[src/flvavc_pkg.sv]
// shared constants, state encodings and the result item type of the flv to annex b demux
package flvavc_pkg;

  // parameter set store sizes
  localparam int SPS_CAPACITY = 32;
  localparam int PPS_CAPACITY = 16;
  localparam int SPS_AW = $clog2(SPS_CAPACITY);
  localparam int PPS_AW = $clog2(PPS_CAPACITY);
  localparam int SPS_CW = $clog2(SPS_CAPACITY + 1);
  localparam int PPS_CW = $clog2(PPS_CAPACITY + 1);
  // burst index covers both stores and the four bytes of a start code
  localparam int SEQ_W = (SPS_AW > PPS_AW) ? SPS_AW : PPS_AW;

  // stream layout
  localparam logic [3:0]  FILE_HEADER_LAST = 4'd12;  // 13 byte file header
  localparam logic [3:0]  TAG_HEADER_LAST  = 4'd10;  // 11 byte tag header
  localparam logic [3:0]  SIZE_LAST_BYTE   = 4'd3;   // body size sits in tag header bytes 1..3
  localparam logic [1:0]  TRAILER_LAST     = 2'd3;   // 4 byte previous-tag-size trailer
  localparam logic [7:0]  VIDEO_TAG        = 8'd9;
  localparam logic [23:0] PAYLOAD_OFFSET   = 24'd9;
  localparam logic [23:0] LEN_OFFSET       = 24'd11;
  localparam logic [7:0]  AVC_SEQ_HEADER   = 8'd0;
  localparam logic [7:0]  AVC_NALU         = 8'd1;
  localparam logic [3:0]  KEY_FRAME_TYPE   = 4'h1;
  localparam logic [7:0]  START_CODE_TAIL  = 8'h01;

  typedef enum logic [3:0] {
    PH_FILE    = 4'b0001,
    PH_TAGHDR  = 4'b0010,
    PH_BODY    = 4'b0100,
    PH_TRAILER = 4'b1000
  } phase_t;

  typedef enum logic [7:0] {
    CS_PRE      = 8'b0000_0001,
    CS_SPS_LO   = 8'b0000_0010,
    CS_SPS_DATA = 8'b0000_0100,
    CS_PPS_NUM  = 8'b0000_1000,
    CS_PPS_HI   = 8'b0001_0000,
    CS_PPS_LO   = 8'b0010_0000,
    CS_PPS_DATA = 8'b0100_0000,
    CS_DONE     = 8'b1000_0000
  } cfg_stage_t;

  typedef enum logic [5:0] {
    BU_IDLE = 6'b00_0001,
    BU_SC1  = 6'b00_0010,
    BU_SPS  = 6'b00_0100,
    BU_SC2  = 6'b00_1000,
    BU_PPS  = 6'b01_0000,
    BU_SC3  = 6'b10_0000
  } burst_t;

  typedef struct packed {
    logic [7:0] out_byte;
    logic       frame_first;
    logic       frame_last;
    logic       run_last;
  } out_item_t;

endpackage

[src/flvavc_if.sv]
// valid/ready stream interfaces for the raw flv input and the annex b output
interface flvavc_in_if;
  logic       valid;
  logic       ready;
  logic [7:0] in_byte;

  modport source (output valid, output in_byte, input ready);
  modport sink (input valid, input in_byte, output ready);
endinterface

interface flvavc_out_if;
  logic       valid;
  logic       ready;
  logic [7:0] out_byte;
  logic       frame_first;
  logic       frame_last;
  logic       run_last;

  modport source (output valid, output out_byte, output frame_first, output frame_last,
                  output run_last, input ready);
  modport sink (input valid, input out_byte, input frame_first, input frame_last,
                input run_last, output ready);
endinterface

[src/flvavc_ram.sv]
// simple dual port ram, one write port and one registered read port
module flvavc_ram #(
  parameter int DEPTH = 32,
  parameter int WIDTH = 8
) (
  input  logic                     clk,
  input  logic                     we,
  input  logic [$clog2(DEPTH)-1:0] waddr,
  input  logic [WIDTH-1:0]         wdata,
  input  logic [$clog2(DEPTH)-1:0] raddr,
  output logic [WIDTH-1:0]         rdata
);

  logic [WIDTH-1:0] mem [DEPTH];

  always_ff @(posedge clk) begin
    if (we) begin
      mem[waddr] <= wdata;
    end
  end

  always_ff @(posedge clk) begin
    rdata <= mem[raddr];
  end

endmodule

[src/flvavc_out_reg.sv]
// output holding register that decouples the sequencer from downstream stalls
module flvavc_out_reg (
  input  logic                  clk,
  input  logic                  rst,
  input  logic                  load,
  input  flvavc_pkg::out_item_t item,
  output logic                  free,
  flvavc_out_if.source          out_stream
);

  logic                  full;
  flvavc_pkg::out_item_t held;

  // slot can take a new transaction when empty or draining this cycle
  assign free = !full || out_stream.ready;

  always_ff @(posedge clk) begin
    if (rst) begin
      full <= 1'b0;
    end else if (load) begin
      full <= 1'b1;
    end else if (out_stream.ready) begin
      full <= 1'b0;
    end
  end

  always_ff @(posedge clk) begin
    if (load) begin
      held <= item;
    end
  end

  assign out_stream.valid       = full;
  assign out_stream.out_byte    = held.out_byte;
  assign out_stream.frame_first = held.frame_first;
  assign out_stream.frame_last  = held.frame_last;
  assign out_stream.run_last    = held.run_last;

endmodule

[src/flv_avc_to_annexb_demux_core.sv]
// top level of the flv to annex b video demux: parser, parameter set rams and burst sequencer
//
// Takes an flv byte stream one transaction per byte and gives the annex b byte stream of its
// avc video. The 13 byte file header is skipped, then every tag is walked: 11 byte header
// (type and 24-bit body size), body, 4 byte trailer. Only video tags are looked into. From a
// sequence header (avc packet type 0) the first sps and pps are kept in two small rams,
// clipped to their capacity. A nalu packet (avc packet type 1) opens an access unit: the
// byte at body offset 1 starts a burst of start code 00 00 00 01, and for keyframes also the
// stored sps, a start code, the stored pps and a start code; after that every body byte
// from offset 9 goes straight out as it arrives. frame_first marks the first byte of the
// access unit, frame_last its final byte, run_last the last output caused by one input byte.
// Rate: one input byte per cycle while the output side keeps up. The byte that opens an
// access unit holds the input for the length of its burst, one output byte a cycle while
// the output slot is free, set by the burst sequencer walking the read port of the
// parameter set rams. The rams need no clearing pass:
// an entry is only ever read below the fill count of the last stored set.
module flv_avc_to_annexb_demux_core (
  input  logic         clk,
  input  logic         rst,
  flvavc_in_if.sink    in_stream,
  flvavc_out_if.source out_stream
);

  // parser state
  flvavc_pkg::phase_t                 phase, phase_next;
  logic [3:0]                         header_count, header_count_next;
  logic                               is_video, is_video_next;
  logic [23:0]                        body_length, body_length_next;
  logic [23:0]                        body_position, body_position_next;
  logic [1:0]                         trailer_count, trailer_count_next;
  logic                               keyframe, keyframe_next;
  logic                               avc_cfg, avc_cfg_next;   // avc packet type 0
  logic                               avc_pic, avc_pic_next;   // avc packet type 1
  flvavc_pkg::cfg_stage_t             cfg_stage, cfg_stage_next;
  logic [7:0]                         length_high, length_high_next;
  logic [15:0]                        section_left, section_left_next;
  logic [flvavc_pkg::SPS_CW-1:0]      sps_count, sps_count_next;
  logic [flvavc_pkg::PPS_CW-1:0]      pps_count, pps_count_next;

  // burst sequencer state
  flvavc_pkg::burst_t                 burst, burst_next;
  logic [flvavc_pkg::SEQ_W-1:0]       seq_idx, seq_idx_next;
  logic                               burst_key, burst_key_next;
  logic                               burst_end, burst_end_next;

  // ram ports
  logic                               sps_we, pps_we;
  logic [flvavc_pkg::SPS_AW-1:0]      sps_waddr;
  logic [flvavc_pkg::PPS_AW-1:0]      pps_waddr;
  logic [7:0]                         sps_rdata, pps_rdata;

  // output side
  logic                               out_free;
  logic                               emit_valid;
  flvavc_pkg::out_item_t              emit_item;

  logic                               accept;
  logic [23:0]                        pos_inc;
  logic [15:0]                        sec_len;
  logic [flvavc_pkg::SEQ_W:0]         idx_inc;
  logic                               sc_end;
  logic [7:0]                         sc_byte;

  // input waits while a burst runs or the output slot is full and not draining
  assign in_stream.ready = (burst == flvavc_pkg::BU_IDLE) && out_free;
  assign accept          = in_stream.valid && in_stream.ready;

  assign pos_inc = body_position + 24'd1;
  assign sec_len = {length_high, in_stream.in_byte};
  assign idx_inc = {1'b0, seq_idx} + {{flvavc_pkg::SEQ_W{1'b0}}, 1'b1};
  assign sc_end  = (seq_idx == flvavc_pkg::SEQ_W'(3));
  assign sc_byte = sc_end ? flvavc_pkg::START_CODE_TAIL : 8'h00;

  always_comb begin
    phase_next         = phase;
    header_count_next  = header_count;
    is_video_next      = is_video;
    body_length_next   = body_length;
    body_position_next = body_position;
    trailer_count_next = trailer_count;
    keyframe_next      = keyframe;
    avc_cfg_next       = avc_cfg;
    avc_pic_next       = avc_pic;
    cfg_stage_next     = cfg_stage;
    length_high_next   = length_high;
    section_left_next  = section_left;
    sps_count_next     = sps_count;
    pps_count_next     = pps_count;
    burst_next         = burst;
    seq_idx_next       = seq_idx;
    burst_key_next     = burst_key;
    burst_end_next     = burst_end;
    sps_we             = 1'b0;
    pps_we             = 1'b0;
    sps_waddr          = sps_count[flvavc_pkg::SPS_AW-1:0];
    pps_waddr          = pps_count[flvavc_pkg::PPS_AW-1:0];
    emit_valid         = 1'b0;
    emit_item          = '0;

    if (accept) begin
      unique case (phase)
        flvavc_pkg::PH_FILE: begin
          // file header bytes are skipped unchecked
          if (header_count == flvavc_pkg::FILE_HEADER_LAST) begin
            header_count_next = 4'd0;
            phase_next        = flvavc_pkg::PH_TAGHDR;
          end else begin
            header_count_next = header_count + 4'd1;
          end
        end
        flvavc_pkg::PH_TAGHDR: begin
          if (header_count == 4'd0) begin
            is_video_next = (in_stream.in_byte == flvavc_pkg::VIDEO_TAG);
          end else if (header_count <= flvavc_pkg::SIZE_LAST_BYTE) begin
            body_length_next = {body_length[15:0], in_stream.in_byte};
          end
          if (header_count == flvavc_pkg::TAG_HEADER_LAST) begin
            header_count_next  = 4'd0;
            body_position_next = 24'd0;
            trailer_count_next = 2'd0;
            phase_next = (body_length != 24'd0) ? flvavc_pkg::PH_BODY : flvavc_pkg::PH_TRAILER;
          end else begin
            header_count_next = header_count + 4'd1;
          end
        end
        flvavc_pkg::PH_BODY: begin
          if (is_video) begin
            if (body_position == 24'd0) begin
              keyframe_next = (in_stream.in_byte[7:4] == flvavc_pkg::KEY_FRAME_TYPE);
            end else if (body_position == 24'd1) begin
              avc_cfg_next   = (in_stream.in_byte == flvavc_pkg::AVC_SEQ_HEADER);
              avc_pic_next   = (in_stream.in_byte == flvavc_pkg::AVC_NALU);
              cfg_stage_next = flvavc_pkg::CS_PRE;
              if (in_stream.in_byte == flvavc_pkg::AVC_NALU) begin
                // open an access unit; a keyframe carries the parameter sets first
                burst_key_next = keyframe;
                burst_end_next = (body_length <= flvavc_pkg::PAYLOAD_OFFSET);
                seq_idx_next   = '0;
                burst_next     = keyframe ? flvavc_pkg::BU_SC1 : flvavc_pkg::BU_SC3;
              end
            end else if (avc_cfg) begin
              // decoder configuration record: pick out the first sps and pps
              unique case (cfg_stage)
                flvavc_pkg::CS_PRE: begin
                  if (body_position == flvavc_pkg::LEN_OFFSET) begin
                    length_high_next = in_stream.in_byte;
                    cfg_stage_next   = flvavc_pkg::CS_SPS_LO;
                  end
                end
                flvavc_pkg::CS_SPS_LO: begin
                  section_left_next = sec_len;
                  sps_count_next    = '0;
                  cfg_stage_next    = (sec_len != 16'd0) ? flvavc_pkg::CS_SPS_DATA
                                                         : flvavc_pkg::CS_PPS_NUM;
                end
                flvavc_pkg::CS_SPS_DATA: begin
                  if (sps_count < flvavc_pkg::SPS_CW'(flvavc_pkg::SPS_CAPACITY)) begin
                    sps_we         = 1'b1;
                    sps_count_next = sps_count + flvavc_pkg::SPS_CW'(1);
                  end
                  section_left_next = section_left - 16'd1;
                  if (section_left == 16'd1) begin
                    cfg_stage_next = flvavc_pkg::CS_PPS_NUM;
                  end
                end
                flvavc_pkg::CS_PPS_NUM: begin
                  cfg_stage_next = flvavc_pkg::CS_PPS_HI;
                end
                flvavc_pkg::CS_PPS_HI: begin
                  length_high_next = in_stream.in_byte;
                  cfg_stage_next   = flvavc_pkg::CS_PPS_LO;
                end
                flvavc_pkg::CS_PPS_LO: begin
                  section_left_next = sec_len;
                  pps_count_next    = '0;
                  cfg_stage_next    = (sec_len != 16'd0) ? flvavc_pkg::CS_PPS_DATA
                                                         : flvavc_pkg::CS_DONE;
                end
                flvavc_pkg::CS_PPS_DATA: begin
                  if (pps_count < flvavc_pkg::PPS_CW'(flvavc_pkg::PPS_CAPACITY)) begin
                    pps_we         = 1'b1;
                    pps_count_next = pps_count + flvavc_pkg::PPS_CW'(1);
                  end
                  section_left_next = section_left - 16'd1;
                  if (section_left == 16'd1) begin
                    cfg_stage_next = flvavc_pkg::CS_DONE;
                  end
                end
                flvavc_pkg::CS_DONE: begin
                  cfg_stage_next = cfg_stage;
                end
                default: begin
                  cfg_stage_next = cfg_stage;
                end
              endcase
            end else if (avc_pic && (body_position >= flvavc_pkg::PAYLOAD_OFFSET)) begin
              // picture payload passes straight through
              emit_valid            = 1'b1;
              emit_item.out_byte    = in_stream.in_byte;
              emit_item.frame_first = 1'b0;
              emit_item.frame_last  = ({1'b0, body_position} + 25'd1) == {1'b0, body_length};
              emit_item.run_last    = 1'b1;
            end
          end
          body_position_next = pos_inc;
          if (pos_inc >= body_length) begin
            phase_next         = flvavc_pkg::PH_TRAILER;
            trailer_count_next = 2'd0;
          end
        end
        flvavc_pkg::PH_TRAILER: begin
          trailer_count_next = trailer_count + 2'd1;
          if (trailer_count == flvavc_pkg::TRAILER_LAST) begin
            phase_next        = flvavc_pkg::PH_TAGHDR;
            header_count_next = 4'd0;
            body_length_next  = 24'd0;
          end
        end
        default: begin
          phase_next = phase;
        end
      endcase
    end else if ((burst != flvavc_pkg::BU_IDLE) && out_free) begin
      // one prefix byte per free output slot; ram data is prefetched from seq_idx_next
      emit_valid = 1'b1;
      unique case (burst)
        flvavc_pkg::BU_SC1: begin
          emit_item.out_byte    = sc_byte;
          emit_item.frame_first = (seq_idx == '0);
          if (sc_end) begin
            seq_idx_next = '0;
            burst_next   = (sps_count != '0) ? flvavc_pkg::BU_SPS : flvavc_pkg::BU_SC2;
          end else begin
            seq_idx_next = idx_inc[flvavc_pkg::SEQ_W-1:0];
          end
        end
        flvavc_pkg::BU_SPS: begin
          emit_item.out_byte = sps_rdata;
          if (idx_inc == (flvavc_pkg::SEQ_W + 1)'(sps_count)) begin
            seq_idx_next = '0;
            burst_next   = flvavc_pkg::BU_SC2;
          end else begin
            seq_idx_next = idx_inc[flvavc_pkg::SEQ_W-1:0];
          end
        end
        flvavc_pkg::BU_SC2: begin
          emit_item.out_byte = sc_byte;
          if (sc_end) begin
            seq_idx_next = '0;
            burst_next   = (pps_count != '0) ? flvavc_pkg::BU_PPS : flvavc_pkg::BU_SC3;
          end else begin
            seq_idx_next = idx_inc[flvavc_pkg::SEQ_W-1:0];
          end
        end
        flvavc_pkg::BU_PPS: begin
          emit_item.out_byte = pps_rdata;
          if (idx_inc == (flvavc_pkg::SEQ_W + 1)'(pps_count)) begin
            seq_idx_next = '0;
            burst_next   = flvavc_pkg::BU_SC3;
          end else begin
            seq_idx_next = idx_inc[flvavc_pkg::SEQ_W-1:0];
          end
        end
        flvavc_pkg::BU_SC3: begin
          // last start code; opens the unit itself for an inter frame, where no parameter sets come before
          emit_item.out_byte    = sc_byte;
          emit_item.frame_first = !burst_key && (seq_idx == '0);
          emit_item.frame_last  = sc_end && burst_end;
          emit_item.run_last    = sc_end;
          if (sc_end) begin
            seq_idx_next = '0;
            burst_next   = flvavc_pkg::BU_IDLE;
          end else begin
            seq_idx_next = idx_inc[flvavc_pkg::SEQ_W-1:0];
          end
        end
        default: begin
          emit_valid = 1'b0;
        end
      endcase
    end
  end

  always_ff @(posedge clk) begin
    if (rst) begin
      phase         <= flvavc_pkg::PH_FILE;
      header_count  <= 4'd0;
      is_video      <= 1'b0;
      body_length   <= 24'd0;
      body_position <= 24'd0;
      trailer_count <= 2'd0;
      keyframe      <= 1'b0;
      avc_cfg       <= 1'b1;
      avc_pic       <= 1'b0;
      cfg_stage     <= flvavc_pkg::CS_PRE;
      sps_count     <= '0;
      pps_count     <= '0;
      burst         <= flvavc_pkg::BU_IDLE;
      seq_idx       <= '0;
      burst_key     <= 1'b0;
      burst_end     <= 1'b0;
    end else begin
      phase         <= phase_next;
      header_count  <= header_count_next;
      is_video      <= is_video_next;
      body_length   <= body_length_next;
      body_position <= body_position_next;
      trailer_count <= trailer_count_next;
      keyframe      <= keyframe_next;
      avc_cfg       <= avc_cfg_next;
      avc_pic       <= avc_pic_next;
      cfg_stage     <= cfg_stage_next;
      sps_count     <= sps_count_next;
      pps_count     <= pps_count_next;
      burst         <= burst_next;
      seq_idx       <= seq_idx_next;
      burst_key     <= burst_key_next;
      burst_end     <= burst_end_next;
    end
  end

  // length bytes need no reset: always loaded before they are looked at
  always_ff @(posedge clk) begin
    length_high  <= length_high_next;
    section_left <= section_left_next;
  end

  // parameter set stores; written only while the input is taken, read data used only in
  // bursts, so a write and a used read of the same entry never meet
  flvavc_ram #(
    .DEPTH (flvavc_pkg::SPS_CAPACITY),
    .WIDTH (8)
  ) u_sps_ram (
    .clk   (clk),
    .we    (sps_we),
    .waddr (sps_waddr),
    .wdata (in_stream.in_byte),
    .raddr (seq_idx_next[flvavc_pkg::SPS_AW-1:0]),
    .rdata (sps_rdata)
  );

  flvavc_ram #(
    .DEPTH (flvavc_pkg::PPS_CAPACITY),
    .WIDTH (8)
  ) u_pps_ram (
    .clk   (clk),
    .we    (pps_we),
    .waddr (pps_waddr),
    .wdata (in_stream.in_byte),
    .raddr (seq_idx_next[flvavc_pkg::PPS_AW-1:0]),
    .rdata (pps_rdata)
  );

  // output slot: takes a new transaction while the previous one drains
  flvavc_out_reg u_out_reg (
    .clk        (clk),
    .rst        (rst),
    .load       (emit_valid),
    .item       (emit_item),
    .free       (out_free),
    .out_stream (out_stream)
  );

endmodule
[src/flat_wrapper.sv]
// flat-port wrapper written by rule: the top's interface ports become plain ports
module flv_avc_to_annexb_demux_core_flat 
  (clk, rst, in_stream_valid, in_stream_in_byte, in_stream_ready, out_stream_valid, out_stream_out_byte, out_stream_frame_first, out_stream_frame_last, out_stream_run_last, out_stream_ready);
  flvavc_in_if in_stream_i ();
  flvavc_out_if out_stream_i ();
  input  logic clk;
  input  logic rst;
  input wire logic [$bits(in_stream_i.valid)-1:0] in_stream_valid;
  input wire logic [$bits(in_stream_i.in_byte)-1:0] in_stream_in_byte;
  output wire logic [$bits(in_stream_i.ready)-1:0] in_stream_ready;
  output wire logic [$bits(out_stream_i.valid)-1:0] out_stream_valid;
  output wire logic [$bits(out_stream_i.out_byte)-1:0] out_stream_out_byte;
  output wire logic [$bits(out_stream_i.frame_first)-1:0] out_stream_frame_first;
  output wire logic [$bits(out_stream_i.frame_last)-1:0] out_stream_frame_last;
  output wire logic [$bits(out_stream_i.run_last)-1:0] out_stream_run_last;
  input wire logic [$bits(out_stream_i.ready)-1:0] out_stream_ready;
  assign in_stream_i.valid = in_stream_valid;
  assign in_stream_i.in_byte = in_stream_in_byte;
  assign in_stream_ready = in_stream_i.ready;
  assign out_stream_valid = out_stream_i.valid;
  assign out_stream_out_byte = out_stream_i.out_byte;
  assign out_stream_frame_first = out_stream_i.frame_first;
  assign out_stream_frame_last = out_stream_i.frame_last;
  assign out_stream_run_last = out_stream_i.run_last;
  assign out_stream_i.ready = out_stream_ready;
  flv_avc_to_annexb_demux_core u_core (.clk(clk), .rst(rst), .in_stream(in_stream_i), .out_stream(out_stream_i));
endmodule
[config.mk]
export PLATFORM = sky130hd
export DESIGN_NAME = flv_avc_to_annexb_demux_core_flat
export DESIGN_NICKNAME = d
export VERILOG_FILES = /design/src/flvavc_pkg.sv /design/src/flvavc_if.sv /design/src/flvavc_ram.sv /design/src/flvavc_out_reg.sv /design/src/flv_avc_to_annexb_demux_core.sv /design/src/flat_wrapper.sv
export SDC_FILE = /design/constraint.sdc
export NUM_CORES = 1
export LEC_CHECK = 0
export ABC_AREA = 1
export BUFFER_PORTS_ARGS = -buffer_cell sky130_fd_sc_hd__buf_2
export CAP_MARGIN = 25
export CORE_UTILIZATION = 25
export DETAILED_ROUTE_END_ITERATION = 8
export GPL_TIMING_DRIVEN = 1
export SYNTH_ARGS = -nofsm -noshare
export SYNTH_HDL_FRONTEND = slang
export SYNTH_SLANG_ARGS = --single-unit
[constraint.sdc]
create_clock -name clk -period 3.95 [get_ports clk]
set_clock_uncertainty 0.2 [all_clocks]
set_input_delay 0.1975 -clock clk [delete_from_list [all_inputs] [get_ports clk]]
set_output_delay 0.1975 -clock clk [all_outputs]
set_load 0.02 [all_outputs]
After elaboration in Yosys (flattened, before gate mapping)
Memory sizes are Yosys's and may differ from the RTL's. A register that Yosys moved wholly into a read port is not among the register bits.
Cells that the tools add are included.

storage, ports and cells
  flip-flop bits (word level) = 130
  memory bits (writable) = 384
  output and inout bits = 13
  logic and storage cells = 248
  memories kept = 2

memory list
  memory                depth  width  rd ports  clocked after Yosys merged registers in  wr ports  RTL line          text
  u_core.u_sps_ram.mem  32     8      1         1                                        1         flvavc_ram.sv:14  logic [WIDTH-1:0] mem [DEPTH];
  u_core.u_pps_ram.mem  16     8      1         1                                        1         flvavc_ram.sv:14

cells by class
  add/sub/neg operators = 8
  order comparisons = 6
  equal/unequal tests = 53
  multiplexer cells = 104
  bitwise gates (word level) = 2
  reductions and logical operators = 50

operator list
  kind                                                             number
  two-way mux 24 bit                                               4
  one-hot mux 24 bit (2 select lines)                              2
  two-way mux 6 bit                                                15
  two-way mux 11 bit                                               8
  two-way mux 8 bit                                                7
  one-hot mux 8 bit (7 select lines)                               1
  two-way mux 5 bit                                                11
  two-way mux 4 bit                                                10
  two-way mux 1 bit                                                32
  one-hot mux 16 bit (2 select lines)                              1
  one-hot mux 6 bit (5 select lines)                               1
  adder 24 x 1 -> 25 bit, second input constant                    1
  == test 25 x 24 -> 1 bit                                         1
  adder 24 x 1 -> 24 bit, second input constant                    1
  == test 24 x 1 -> 1 bit, second input constant                   1
  == test 24 x 4 -> 1 bit, second input constant                   1
  >= comparator 24 bit                                             1
  >= comparator 24 x 4 -> 1 bit, second input constant             1
  less-or-equal comparator 24 x 4 -> 1 bit, second input constant  1
  logical NOT 24 bit                                               1
  inequality test 3 x 1 -> 1 bit, second input constant            8
  one-hot mux 8 bit (3 select lines)                               1
  AND reduction 8 bit                                              3
  nonzero test 24 bit                                              1
  other kinds (67)                                                 109

Logic depth before layout (Yosys ltp)
Gate-level depths: netlist of the first run.

  depth after elaboration = 11
  gate-level depth with buffers = 25

Modules after synthesis
From an unflattened synthesis of the first run, not the netlist that was laid out.

unflattened totals
  cells, all modules = 2666
  area total of the unflattened synthesis = 25214.2 µm²

modules (own cells, without submodules)
  module                         times used  cells an instance  area an instance (µm²)
  flvavc_ram (u_core.u_sps_ram)  1           922                10786.6
  flv_avc_to_annexb_demux_core   1           1177               8287.9
  flvavc_ram (u_core.u_pps_ram)  1           551                5766.8
  flvavc_out_reg                 1           16                 372.9

Least setup slack after synthesis of the first run
OpenSTA, ideal clock, no wires.

  kind = register to register
  start point = reg u_core.body_position[0]
  end point = reg u_core.phase[1]
  library setup time = 0.119 ns
  data arrival time = 3.309 ns
  required time = 3.631 ns
  setup slack = 0.322 ns
  cell stages (with the launch flop) = 25
  buffers on the path = 0
  path through = dfxtp_1 inv_1 nor3_2 nand2_1 nor2_2 nand2_1 nor2_1 nand4_1 nor2_2 nand4_1 nor3_1 xor2_1 inv_2 ha_1 nand3_1 inv_1 nand2_1 nor2_1 nand2_1 o2111ai_1 nand2_1 nor2_1 nand2_1 nand2_1 a21oi_1

between the ends
  cells in the longest elaborated chain, start to end = 4

ends and longest elaborated chain
  item                                             RTL line                             text
  from (decl)                                      flv_avc_to_annexb_demux_core.sv:29   logic [23:0] body_position, body_position_next;
  from (signal assigned)                           flv_avc_to_annexb_demux_core.sv:307  body_position <= body_position_next;
  adder 24 x 1 -> 24 bit                           flv_avc_to_annexb_demux_core.sv:68   assign pos_inc = body_position + 24'd1;
  >= comparator 24 bit                             flv_avc_to_annexb_demux_core.sv:206  if (pos_inc >= body_length) begin
  inequality test 2 x 1 -> 1 bit (no source line)  --
  AND reduction 6 bit (no source line)             --
  to (signal assigned)                             flv_avc_to_annexb_demux_core.sv:286  phase <= flvavc_pkg::PH_FILE;
  to (signal assigned)                             flv_avc_to_annexb_demux_core.sv:303  phase <= phase_next;
  to (decl)                                        flv_avc_to_annexb_demux_core.sv:25   flvavc_pkg::phase_t phase, phase_next;

No other way between the ends.
A chain may end at the register's enable or synchronous reset.

Worst setup path in the final report of the first run
  start point = reg u_core.body_position[0]
  end point = reg u_core.phase[3]

The elaborated chain is that of the path after synthesis.

==> impl_metrics.py, run 1 <==
metrics = {
    "sta": {
        "fmax_mhz": 263,
        "fin_crit_ns": 3.80,
        "rsz0062_at_grt": "yes",
        "worst_pin_slew_ns": 0.937,
        "setup_violations": 0,
        "setup_ws_ns": 0.155,
        "final.period_utilization_pct": 96.1,
        "hold_viol_final": 0,
        "hold_ws_ns": 0.0254,
        "maxSlewHeadroom_pct": 37.5,
        "final-max-slew-violation-count": 0,
    },
    "floorplan": {
        "io_pins": 25,
        "die_area_mm2": 0.101,
        "die_w_um": 317,
        "start_util_pct": 25.3,
        "core_area_mm2": 0.0984,
        "die_h_um": 317,
        "rows": 115,
    },
    "synth": {
        "synthDominantCellAreaShare_pct": 50.6,
        "netlist_top_cells_area": "edfxtp_1 51%, dfxtp_1 8.9%, nand3_1 7.6%",
        "syn_nets": 2655,
        "yosys.area.top_type": "edfxtp_1",
        "synth-seq-cells": 530,
        "syn_area_mm2": 0.0249,
        "synthTopCellsByCount": "419 x edfxtp_1, 404 x nand2_1, 379 x nand3_1",
        "syn_avg_cell_area_um2": 9.57,
        "async_flop_share_pct": 0,
        "synth_cells": 2598,
        "yosys_warnings": 0,
        "synthMostInstantiatedCell": "edfxtp_1",
        "synth_edf_count": 419,
        "synthFlopType": "edfxtp_1",
        "seq_area_frac_synth_pct": 59.5,
        "yosysUniqueCellTypes": 53,
    },
    "power": {
        "irDropWorstVdd_mv": 0.388,
        "leakage_nw": 11.2,
        "powerDensity_mw_per_mm2": 408,
        "p_total_mw": 11.8,
    },
    "critical_path": {
        "max_stage_delay_ns": 0.36,
        "crit_path_cell_trace": "ha_1 > nand2_1 > nor3_4 > nand2_2 > nor2_2 > inv_2 > nor3_4 > nand2_2 > nor3_4 > nand4_1 > nand3b_1 > nand2_1 > inv_2 > ha_1 > nand2_4 > nor2_4 > a221oi_2 > o2111ai_4 > buf_6 > nand4_1 > nand2_1 > a21oi_2",
        "path_max_fanout": 4,
        "worstSetupStartpointType": "flop",
        "crit_path_end_kind": "flop",
        "worst_path_dominant_cell_family": "simple AND/OR/NAND/NOR gates",
        "critPathKind": "flop to flop",
        "slowest_stage": "dfxtp_2",
        "worstPathRequired_ns": 4.28,
        "path_buf_inv": 3,
        "arrival_ns": 4.12,
    },
    "clock_network": {
        "clock_latency_ns": 0.60,
        "clk_pin_slew_ns": 0.06,
        "cts_tree": "done",
        "h-tree-depth": 2,
        "cts.sinks": 530,
        "cts_inserted_buffers": 54,
        "cts_root_buffer": "clkbuf_16",
        "clockBufferDepth": 3,
    },
    "routing": {
        "dr.pass1.iters": 5,
        "num_vias": 18200,
        "drc": 0,
        "routed_wl_um": 64700,
        "post_drt_wl_per_cell_um": 16.2,
        "ant_nets": 0,
        "drtIter0Drc": 1421,
        "vias_per_cell": 4.55,
    },
    "placed_design": {
        "portBuffers": 24,
        "dp.cells": 3886,
        "gp_congestion": 0.873,
        "place_hpwl_um": 40000,
        "preCtsSetupSlack_ns": -0.0860,
    },
    "finish": {
        "finalNetCount": 2723,
        "regArea_mm2": 0.0148,
        "diodes": 0,
        "syn2layout_area_growth_pct": 16.4,
        "fillers": 10300,
        "multi_input_area_mm2": 0.00828,
        "layout-drive-gt1-share_pct": 10.7,
        "stdcell_count": 3998,
    },
    "run": {
        "cap_violations": 0,
    },
    "grt": {
        "grt_max_degree": 129,
        "overflow": 0,
        "grt_pass1_vias": 17400,
        "grt_use_total_pct": 12.7,
        "grt_pass1_wl_um": 101000,
        "antenna_found_initial": 0,
    },
    "worst_hold_path": {
        "hp-class": "primary input to flop",
    },
    "run_status": {
        "status": "finished clean",
    },
}
[per-stage QoR]
| stage | util, % | TNS [ns] | cell area (um^2) |
|---|---|---|---|
| detailed placement | 27.3 | -0.297 | 26900 |
| global placement | 27.3 | 0 | 26900 |
| floorplan | - | 0 | 24900 |
| finish | 29.4 | 0 | 28900 |
| CTS | 29.2 | 0 | 28800 |
| global route | 29.4 | -0.468 | 28900 |
[cells in the final DEF, fill, tap and decap left out, drive strengths merged, types with 38 or more instances in the layout]
cell      n
o21ai   113
nand3   383
buf     125
dfxtp   111
nor2    268
ha       45
a21oi   103
inv     365
clkbuf   70
edfxtp  419
nand3b   83
nand2   406
nand4    38
[worst reg2reg max path: cells and delay by family (launching register included)]
family,cells,cell delay [ns]
compound gates,3,0.63
fa+ha+maj,2,0.50
buf+inv,3,0.27
flops,1,0.36
simple gates,14,1.77
[metal layers]
metal	track usage (%)	routed length, um	up-vias
met5	0	0	-
met4	3.63	1540	0
met3	1.41	2980	88
met2	21.8	31400	445
met1	16.9	28800	8720
li1	-	-	8951
[kinds of logic (layout without fill, tap and decap cells)]
| group | after synthesis | count (layout) | synth area share (%) |
|---|---|---|---|
| AOI/OAI and AO/OA | 288 | 288 | 6.58 |
| xor gates and xnor gates | 24 | 24 | 0.845 |
| adders and majority gates | 45 | 45 | 2.26 |
| buffers and inverters | 489 | 602 | 7.93 |
| DFF | 530 | 530 | 59.5 |
| and+or+nand+nor | 1222 | 1222 | 22.8 |
[state kept, by name, indices dropped and copies added (netlist names), 2 cells and up]
name                                  cells
u_core.cfg_stage                          8
u_core.pps_count                          5
u_core.body_position                     24
u_core.phase                              4
u_core.length_high                        8
u_core.section_left                      16
u_core.body_length                       24
u_core.u_sps_ram.mem                    256
u_core.u_pps_ram.mem                    128
u_core.header_count                       4
u_core.trailer_count                      2
u_core.sps_count                          6
u_core.u_out_reg.out_stream.out_byte      8
u_core.u_pps_ram.rdata                    8
u_core.burst                              6
u_core.u_sps_ram.rdata                    8
u_core.seq_idx                            5
[what timing repair did]
action,CTS,global route
setup buffers,0,3
gates cloned,0,0
hold buffers,8,0
setup endpoints to repair,6,7
hold endpoints to repair,51,0
resized for setup,4,39
pin swaps,0,20
[where the power goes]
group | leakage, nW | internal, mW | switching (mW)
combinational | 5.63 | 0.175 | 0.471
sequential | 4.70 | 6.04 | 0.0250
clock | 0.895 | 2.96 | 2.16
[path summary, 6_finish.rpt]
kind / from / endpoint / slack (ns) / cells past startpoint
setup / recovery: u_core.body_position[0] / u_core.phase[3] / 0.15 / 22
hold / removal: in_stream_in_byte[7] / u_core.keyframe / 0.03 / 4
setup reg to reg: u_core.body_position[0] / u_core.phase[3] / 0.15 / 22
hold reg to reg: u_core.avc_pic / u_core.avc_pic / 0.26 / 2
[area by class of cell]
cell class / instances / share of cell area (%)
clock buffers: 70 / 5.23
repair buffers: 133 / 3.76
flip-flops and latches: 530 / 51.2
multi-input cells: 1579 / 28.6
well taps: 1287 / 5.56
clock inverters: 31 / 0.912
inverters: 368 / 4.78
Power figures use the tool's default switching activity.
==> run 2, diff against run 1 <==
--- a/config.mk
+++ b/config.mk
@@ -5,9 +5,9 @@
 export SDC_FILE = /design/constraint.sdc
 export NUM_CORES = 1
 export LEC_CHECK = 0
-export ABC_AREA = 1
 export BUFFER_PORTS_ARGS = -buffer_cell sky130_fd_sc_hd__buf_2
 export CAP_MARGIN = 25
+export CORE_ASPECT_RATIO = 1.25
 export CORE_UTILIZATION = 25
 export DETAILED_ROUTE_END_ITERATION = 8
 export GPL_TIMING_DRIVEN = 1
==> run 2 against run 1 <==
Effect of this change: die area is 3.4% lower; register-to-register slack worse by 0.04 ns; sequential share of layout area is 0.45 points higher; utilization is 0.88 points higher; area after synthesis is 3.4% lower; critical path depth is 11 lower; sequential power is 0.8% lower; global-route usage is 0.54 points higher; critical path type unchanged; via count is 5.8% lower; fmax is 0.96% lower; synthesized cell count is 20% lower; largest cell class unchanged; wire length is 1.5% higher.
==> impl_metrics.py, run 2 <==
metrics = {
    "clock_network": {
        "clockBufferDepth": 3,
        "clock_latency_ns": 0.61,
        "cts_tree": "done",
        "cts_root_buffer": "clkbuf_16",
        "cts.sinks": 530,
        "cts_inserted_buffers": 50,
        "h-tree-depth": 2,
        "clk_pin_slew_ns": 0.06,
    },
    "grt": {
        "grt_pass1_vias": 16700,
        "overflow": 0,
        "grt_max_degree": 55,
        "gr-usage-met1_pct": 16.2,
        "antenna_found_initial": 1,
        "gr-max-usage-layer": "met2",
        "grt_use_total_pct": 13.3,
        "grt_pass1_wl_um": 101000,
        "use_met3_pct": 1.75,
        "gr-usage-met2_pct": 24.1,
    },
    "floorplan": {
        "die_h_um": 349,
        "die_area_mm2": 0.0974,
        "core_area_mm2": 0.0947,
        "die_w_um": 279,
        "io_pins": 25,
        "start_util_pct": 25.4,
        "rows": 126,
    },
    "synth": {
        "synthDominantCellAreaShare_pct": 52.4,
        "syn_avg_cell_area_um2": 11.5,
        "syn_area_mm2": 0.0240,
        "syn_nets": 2141,
        "yosys.area.top_type": "edfxtp_1",
        "yosysUniqueCellTypes": 81,
        "synthMostInstantiatedCell": "edfxtp_1",
        "synthTopCellsByCount": "419 x edfxtp_1, 308 x nand2_1, 156 x nor2_1",
        "synthFlopType": "edfxtp_1",
        "netlist_top_cells_area": "edfxtp_1 52%, dfxtp_1 9.2%, nand2_1 4.8%",
        "async_flop_share_pct": 0,
        "synth_cells": 2084,
        "synth-seq-cells": 530,
        "synth_edf_count": 419,
        "yosys_warnings": 0,
        "seq_area_frac_synth_pct": 61.6,
    },
    "sta": {
        "worst_pin_slew_ns": 1.01,
        "final.period_utilization_pct": 97.0,
        "maxSlewHeadroom_pct": 32.3,
        "fmax_mhz": 261,
        "rsz0062_at_grt": "yes",
        "final-max-slew-violation-count": 0,
        "setup_violations": 0,
        "hold_ws_ns": 0.0709,
        "fin_crit_ns": 3.83,
        "hold_viol_final": 0,
    },
    "run": {
        "cap_violations": 0,
    },
    "placed_design": {
        "place_hpwl_um": 42900,
        "portBuffers": 24,
        "gp_congestion": 0.883,
        "dp.cells": 3449,
    },
    "finish": {
        "multi_input_area_mm2": 0.00868,
        "layout_common_cells": "419 x edfxtp_1, 306 x nand2_1, 182 x buf_4, 139 x nor2_1, 139 x a21oi_1",
        "largest_reg_flops": 256,
        "layout_commonest_cell": "edfxtp_1",
        "syn2layout_area_growth_pct": 19.5,
        "top_register": "u_core.u_sps_ram.mem",
        "fillers": 9615,
        "regArea_mm2": 0.0148,
        "largestRegisters": "u_core.u_sps_ram.mem x256, u_core.u_pps_ram.mem x128",
        "finalCoreUtilization_pct": 30.3,
        "stdcell_count": 3551,
        "layout-drive-gt1-share_pct": 16.6,
        "finalNetCount": 2288,
    },
    "critical_path": {
        "path_max_fanout": 8,
        "max_stage_delay_ns": 0.68,
        "r2r_cells": 11,
        "path_buf_inv": 2,
        "worstPathRequired_ns": 3.97,
        "worst_path_dominant_cell_family": "simple AND/OR/NAND/NOR gates",
        "critPathKind": "flop to flop",
        "slowest_stage": "nor2_1",
        "cp.depth": 11,
        "crit_path_end_kind": "flop",
        "arrival_ns": 3.85,
        "worstSetupStartpointType": "flop",
        "crit_path_cell_trace": "nor4b_4 > nand4_2 > buf_4 > nor2_1 > nand2_1 > a21oi_1 > nand3_1 > nor3_1 > buf_4 > nand2_1 > nor2_1",
    },
    "worst_hold_path": {
        "hp-class": "primary input to flop",
        "holdPathStages": 5,
    },
    "power": {
        "leakage_nw": 9.99,
        "powerDensity_mw_per_mm2": 387,
        "p_comb_share_pct": 1.4,
        "switching_power_mw": 2.32,
        "p_int_mw": 8.78,
        "p_seq_share_pct": 54.1,
        "swShare_pct": 20.9,
        "p_total_mw": 11.1,
        "clockPowerShare_pct": 44.5,
        "irDropWorstVdd_mv": 0.298,
    },
    "routing": {
        "vias_per_cell": 4.83,
        "ant_nets": 0,
        "routed_wl_um": 65700,
        "drc": 0,
        "post_drt_wl_per_cell_um": 18.5,
        "drtIter0Drc": 1319,
        "num_vias": 17100,
        "dr.pass1.iters": 5,
    },
    "run_status": {
        "status": "finished clean",
    },
}
==> run 2: changes by cell type after synthesis, sizes merged, moves of 34 or more <==
cell    delta
a21oi     +39
and3      +54
buf       -38
clkbuf    +45
inv      -320
mux2i     +43
nand2     -98
nand3    -301
nand3b    -73
nor2     -112
o21ai     -53
o221ai    +39
o22ai     +34
==> run 2: worst register-to-register path, cell delays in order (launching register included) <==
cell and delay [ns]:
dfxtp_1 0.38, nor4b_4 0.39, nand4_2 0.17, buf_4 0.21, nor2_1 0.18, nand2_1 0.17
a21oi_1 0.19, nand3_1 0.14, nor3_1 0.30, buf_4 0.20, nand2_1 0.24, nor2_1 0.69
==> run 2: timing repair <==
action,4_1_cts,5_1_grt
hold buffers,6,0
hold endpoints to repair,33,0
gates resized for setup,3,43
buffers inserted,0,2
cloned,0,2
endpoints found under the setup margin,4,189
pin swaps,2,9
==> run 2: power by group through the flow <==
stage | combinational, mW | sequential (mW) | clock (mW)
after global routing | 0.166 | 6.00 | 5.23
final | 0.154 | 6.01 | 4.94
after CTS | 0.156 | 6.01 | 5.02
after floorplan | 0.0323 | 6.13 | 0
after detailed placement | 0.151 | 6.13 | 0
after global placement | 0.149 | 6.13 | 0
==> run 2: path summary, 6_finish.rpt <==
kind | from | end | slack, ns
min | in_stream_in_byte[3] | u_core.avc_pic | 0.07
min reg2reg | u_core.avc_pic | u_core.avc_pic | 0.26
max | u_core.burst[5] | u_core.u_sps_ram.mem[20][7] | 0.12
max reg2reg | u_core.burst[5] | u_core.u_sps_ram.mem[20][7] | 0.12
==> run 2: cells by family (layout without fill, tap and decap cells) <==
kind of cell / after synthesis / after routing / share of synthesized area (%)
AO/OA/AOI/OAI: 431 / 431 / 11.7
XOR/XNOR: 58 / 58 / 2.29
adder cells (fa/ha/maj): 45 / 45 / 2.34
buffers and inverters: 172 / 358 / 3.21
flip-flops: 530 / 530 / 61.6
multiplexers: 60 / 60 / 3.11
other: 0 / 1 / 0
AND/OR/NAND/NOR: 788 / 788 / 15.8
==> run 2: final cells by class <==
cell class | instances | share of cell area [%]
Tap cell | 1280 | 5.58
Multi-Input combinational cell | 1382 | 30.3
Sequential cell | 530 | 51.6
Inverter | 44 | 0.575
Clock inverter | 31 | 1.16
Clock buffer | 60 | 4.63
Antenna cell | 1 | 0.00872
Timing Repair Buffer | 223 | 6.19
==> run 2: per-layer routing <==
metal  up-vias  part of all wire, %
li1       8097                    -
met1      8427                   41
met2       506                   51
met3       112                  5.3
met4         0                  2.7
met5         -                    0
==> run 2: through the flow <==
step	setup TNS, ns	cell area [um^2]	worst slack, ns
6_report	0	28700	0.118
5_1_grt	-3.35	28700	-0.115
4_1_cts	0	28500	0.0115
3_5_place_dp	-0.214	26800	-0.0738
3_3_place_gp	-0.0121	26800	-0.0121
2_1_floorplan	0	24000	0.0714
==> run 3, diff against run 2 <==
--- a/config.mk
+++ b/config.mk
@@ -11,6 +11,7 @@
 export CORE_UTILIZATION = 25
 export DETAILED_ROUTE_END_ITERATION = 8
 export GPL_TIMING_DRIVEN = 1
+export SETUP_SLACK_MARGIN = 0.15
 export SYNTH_ARGS = -nofsm -noshare
 export SYNTH_HDL_FRONTEND = slang
 export SYNTH_SLANG_ARGS = --single-unit
==> run 3 against run 2 <==
Effect of this change: combinational power increased by 3%; largest cell class unchanged; clock power increased by 4.7%; clock-buffer cell count decreased by 5; critical path type unchanged; fmax increased by 0.55%; critical endpoint is now u_core.u_sps_ram.rdata[6].
==> impl_metrics.py, run 3 (same netlist as run 2, synthesis figures left out) <==
metrics = {
    "clock_network": {
        "cts_root_buffer": "clkbuf_16",
        "cts_inserted_buffers": 49,
        "clock_latency_ns": 0.61,
        "h-tree-depth": 2,
        "cts_tree": "done",
        "cts.sinks": 530,
        "clk_pin_slew_ns": 0.07,
        "clockBufferDepth": 3,
    },
    "sta": {
        "fmax_mhz": 262,
        "hold_ws_ns": 0.0556,
        "tns_ns": 0,
        "fin_crit_ns": 3.81,
        "hold_viol_final": 0,
        "final.period_utilization_pct": 96.5,
        "final-max-slew-violation-count": 0,
        "rsz0062_at_grt": "yes",
        "maxSlewHeadroom_pct": 41.1,
        "setup_violations": 0,
        "worst_pin_slew_ns": 0.884,
    },
    "finish": {
        "layout-drive-gt1-share_pct": 17.6,
        "top_register": "u_core.u_sps_ram.mem",
        "syn2layout_area_growth_pct": 20.7,
        "final_area_mm2": 0.0290,
        "stdcell_count": 3556,
        "finalNetCount": 2293,
        "layout_common_cells": "419 x edfxtp_1, 301 x nand2_1, 182 x buf_4, 152 x nor2_1, 137 x a21oi_1",
        "layout_commonest_cell": "edfxtp_1",
        "diodes": 0,
        "fillers": 9542,
        "largestRegisters": "u_core.u_sps_ram.mem x256, u_core.u_pps_ram.mem x128",
        "largest_reg_flops": 256,
    },
    "routing": {
        "drc": 0,
        "vias_per_cell": 4.76,
        "drtIter0Drc": 1363,
        "dr.pass1.iters": 6,
        "num_vias": 16900,
        "ant_nets": 0,
        "routed_wl_um": 66100,
        "post_drt_wl_per_cell_um": 18.6,
    },
    "power": {
        "leakage_nw": 10.1,
        "p_total_mw": 11.3,
        "p_comb_share_pct": 1.4,
        "powerDensity_mw_per_mm2": 391,
        "irDropWorstVdd_mv": 0.277,
        "p_int_mw": 9.01,
        "switching_power_mw": 2.33,
        "p_seq_share_pct": 53.0,
        "swShare_pct": 20.5,
        "clockPowerShare_pct": 45.6,
    },
    "critical_path": {
        "slowest_stage": "or4_1",
        "worstPathRequired_ns": 4.23,
        "crit_path_cell_trace": "nor4b_4 > nand4_2 > nor4b_2 > buf_4 > nand4_2 > and2_4 > buf_4 > mux2_4 > buf_12 > o221ai_1 > a21oi_1 > or4_1 > nand4b_1 > o32ai_1",
        "path_max_fanout": 30,
        "arrival_ns": 4.09,
        "crit_path_end_kind": "flop",
        "max_stage_delay_ns": 0.51,
        "worstSetupStartpointType": "flop",
        "path_buf_inv": 3,
        "critPathKind": "flop to flop",
        "worst_path_dominant_cell_family": "simple AND/OR/NAND/NOR gates",
    },
    "grt": {
        "grt_pass1_wl_um": 99700,
        "grt_max_degree": 55,
        "overflow": 0,
        "grt_pass1_vias": 16900,
        "antenna_found_initial": 1,
        "grt_use_total_pct": 13.2,
    },
    "floorplan": {
        "die_h_um": 349,
        "die_w_um": 279,
        "die_area_mm2": 0.0974,
        "core_area_mm2": 0.0947,
        "start_util_pct": 25.4,
        "io_pins": 25,
        "rows": 126,
    },
    "run": {
        "cap_violations": 0,
    },
    "placed_design": {
        "dpl_cell_area_mm2": 0.0268,
        "gp_congestion": 0.853,
        "portBuffers": 24,
        "dp.cells": 3451,
        "place_hpwl_um": 43700,
    },
    "worst_hold_path": {
        "hp-class": "primary input to flop",
    },
    "run_status": {
        "status": "finished clean",
    },
}
-- run 3: power groups by stage --
stage | Sequential (mW) | Combinational, mW | Clock, mW
after detailed placement | 6.13 | 0.156 | 0
final | 6.01 | 0.158 | 5.17
after global placement | 6.13 | 0.153 | 0
after floorplan | 6.13 | 0.0327 | 0
after CTS | 6.01 | 0.160 | 5.26
after global routing | 6.00 | 0.169 | 5.45
-- run 3: final timing paths --
check	start	end	slack, ns	depth (start not counted)
max reg2reg	u_core.burst[0]	u_core.u_sps_ram.rdata[6]	0.14	14
max	u_core.burst[0]	u_core.u_sps_ram.rdata[6]	0.14	14
min reg2reg	u_core.avc_pic	u_core.avc_pic	0.26	2
min	in_stream_in_byte[3]	u_core.avc_pic	0.06	5
-- run 3: timing repair --
item	CTS	global route
setup endpoints to repair	13	363
hold endpoints to repair	29	0
gates cloned	0	1
setup buffers	0	9
pin swaps	3	21
hold buffers	4	0
gates resized for setup	9	62
-- run 3: worst register-to-register path, cell delays in order (launching register included) --
cell,delay [ns]
dfxtp_1,0.47
nor4b_4,0.32
nand4_2,0.16
nor4b_2,0.28
buf_4,0.17
nand4_2,0.12
and2_4,0.20
buf_4,0.13
mux2_4,0.37
buf_12,0.22
o221ai_1,0.09
a21oi_1,0.07
or4_1,0.51
nand4b_1,0.23
o32ai_1,0.14
-- run 3: layer usage --
layer | vias up | wire length (um) | track usage (%)
met2 | 444 | 33500 | 23.3
li1 | 8096 | - | -
met1 | 8267 | 26500 | 15.5
met4 | 0 | 3070 | 6.73
met5 | - | 0 | 0
met3 | 121 | 3070 | 1.97
-- run 3: area by class of cell --
type	instances	area, um^2	area share, %
sequential	530	14800	51.1
clock buffer	55	1290	4.44
inverter	44	165	0.570
tap	1280	1600	5.52
timing repair buffer	228	1850	6.37
multi-input combinational	1383	8810	30.4
clock inverter	36	469	1.62
-- run 3: through the flow --
stage	utilization [%]	setup slack (ns)
finish	30.6	0.139
global route	30.6	-0.0569
CTS	30.3	0.140
detailed placement	28.3	-0.0252
global placement	28.3	0.0261
floorplan	-	0.166
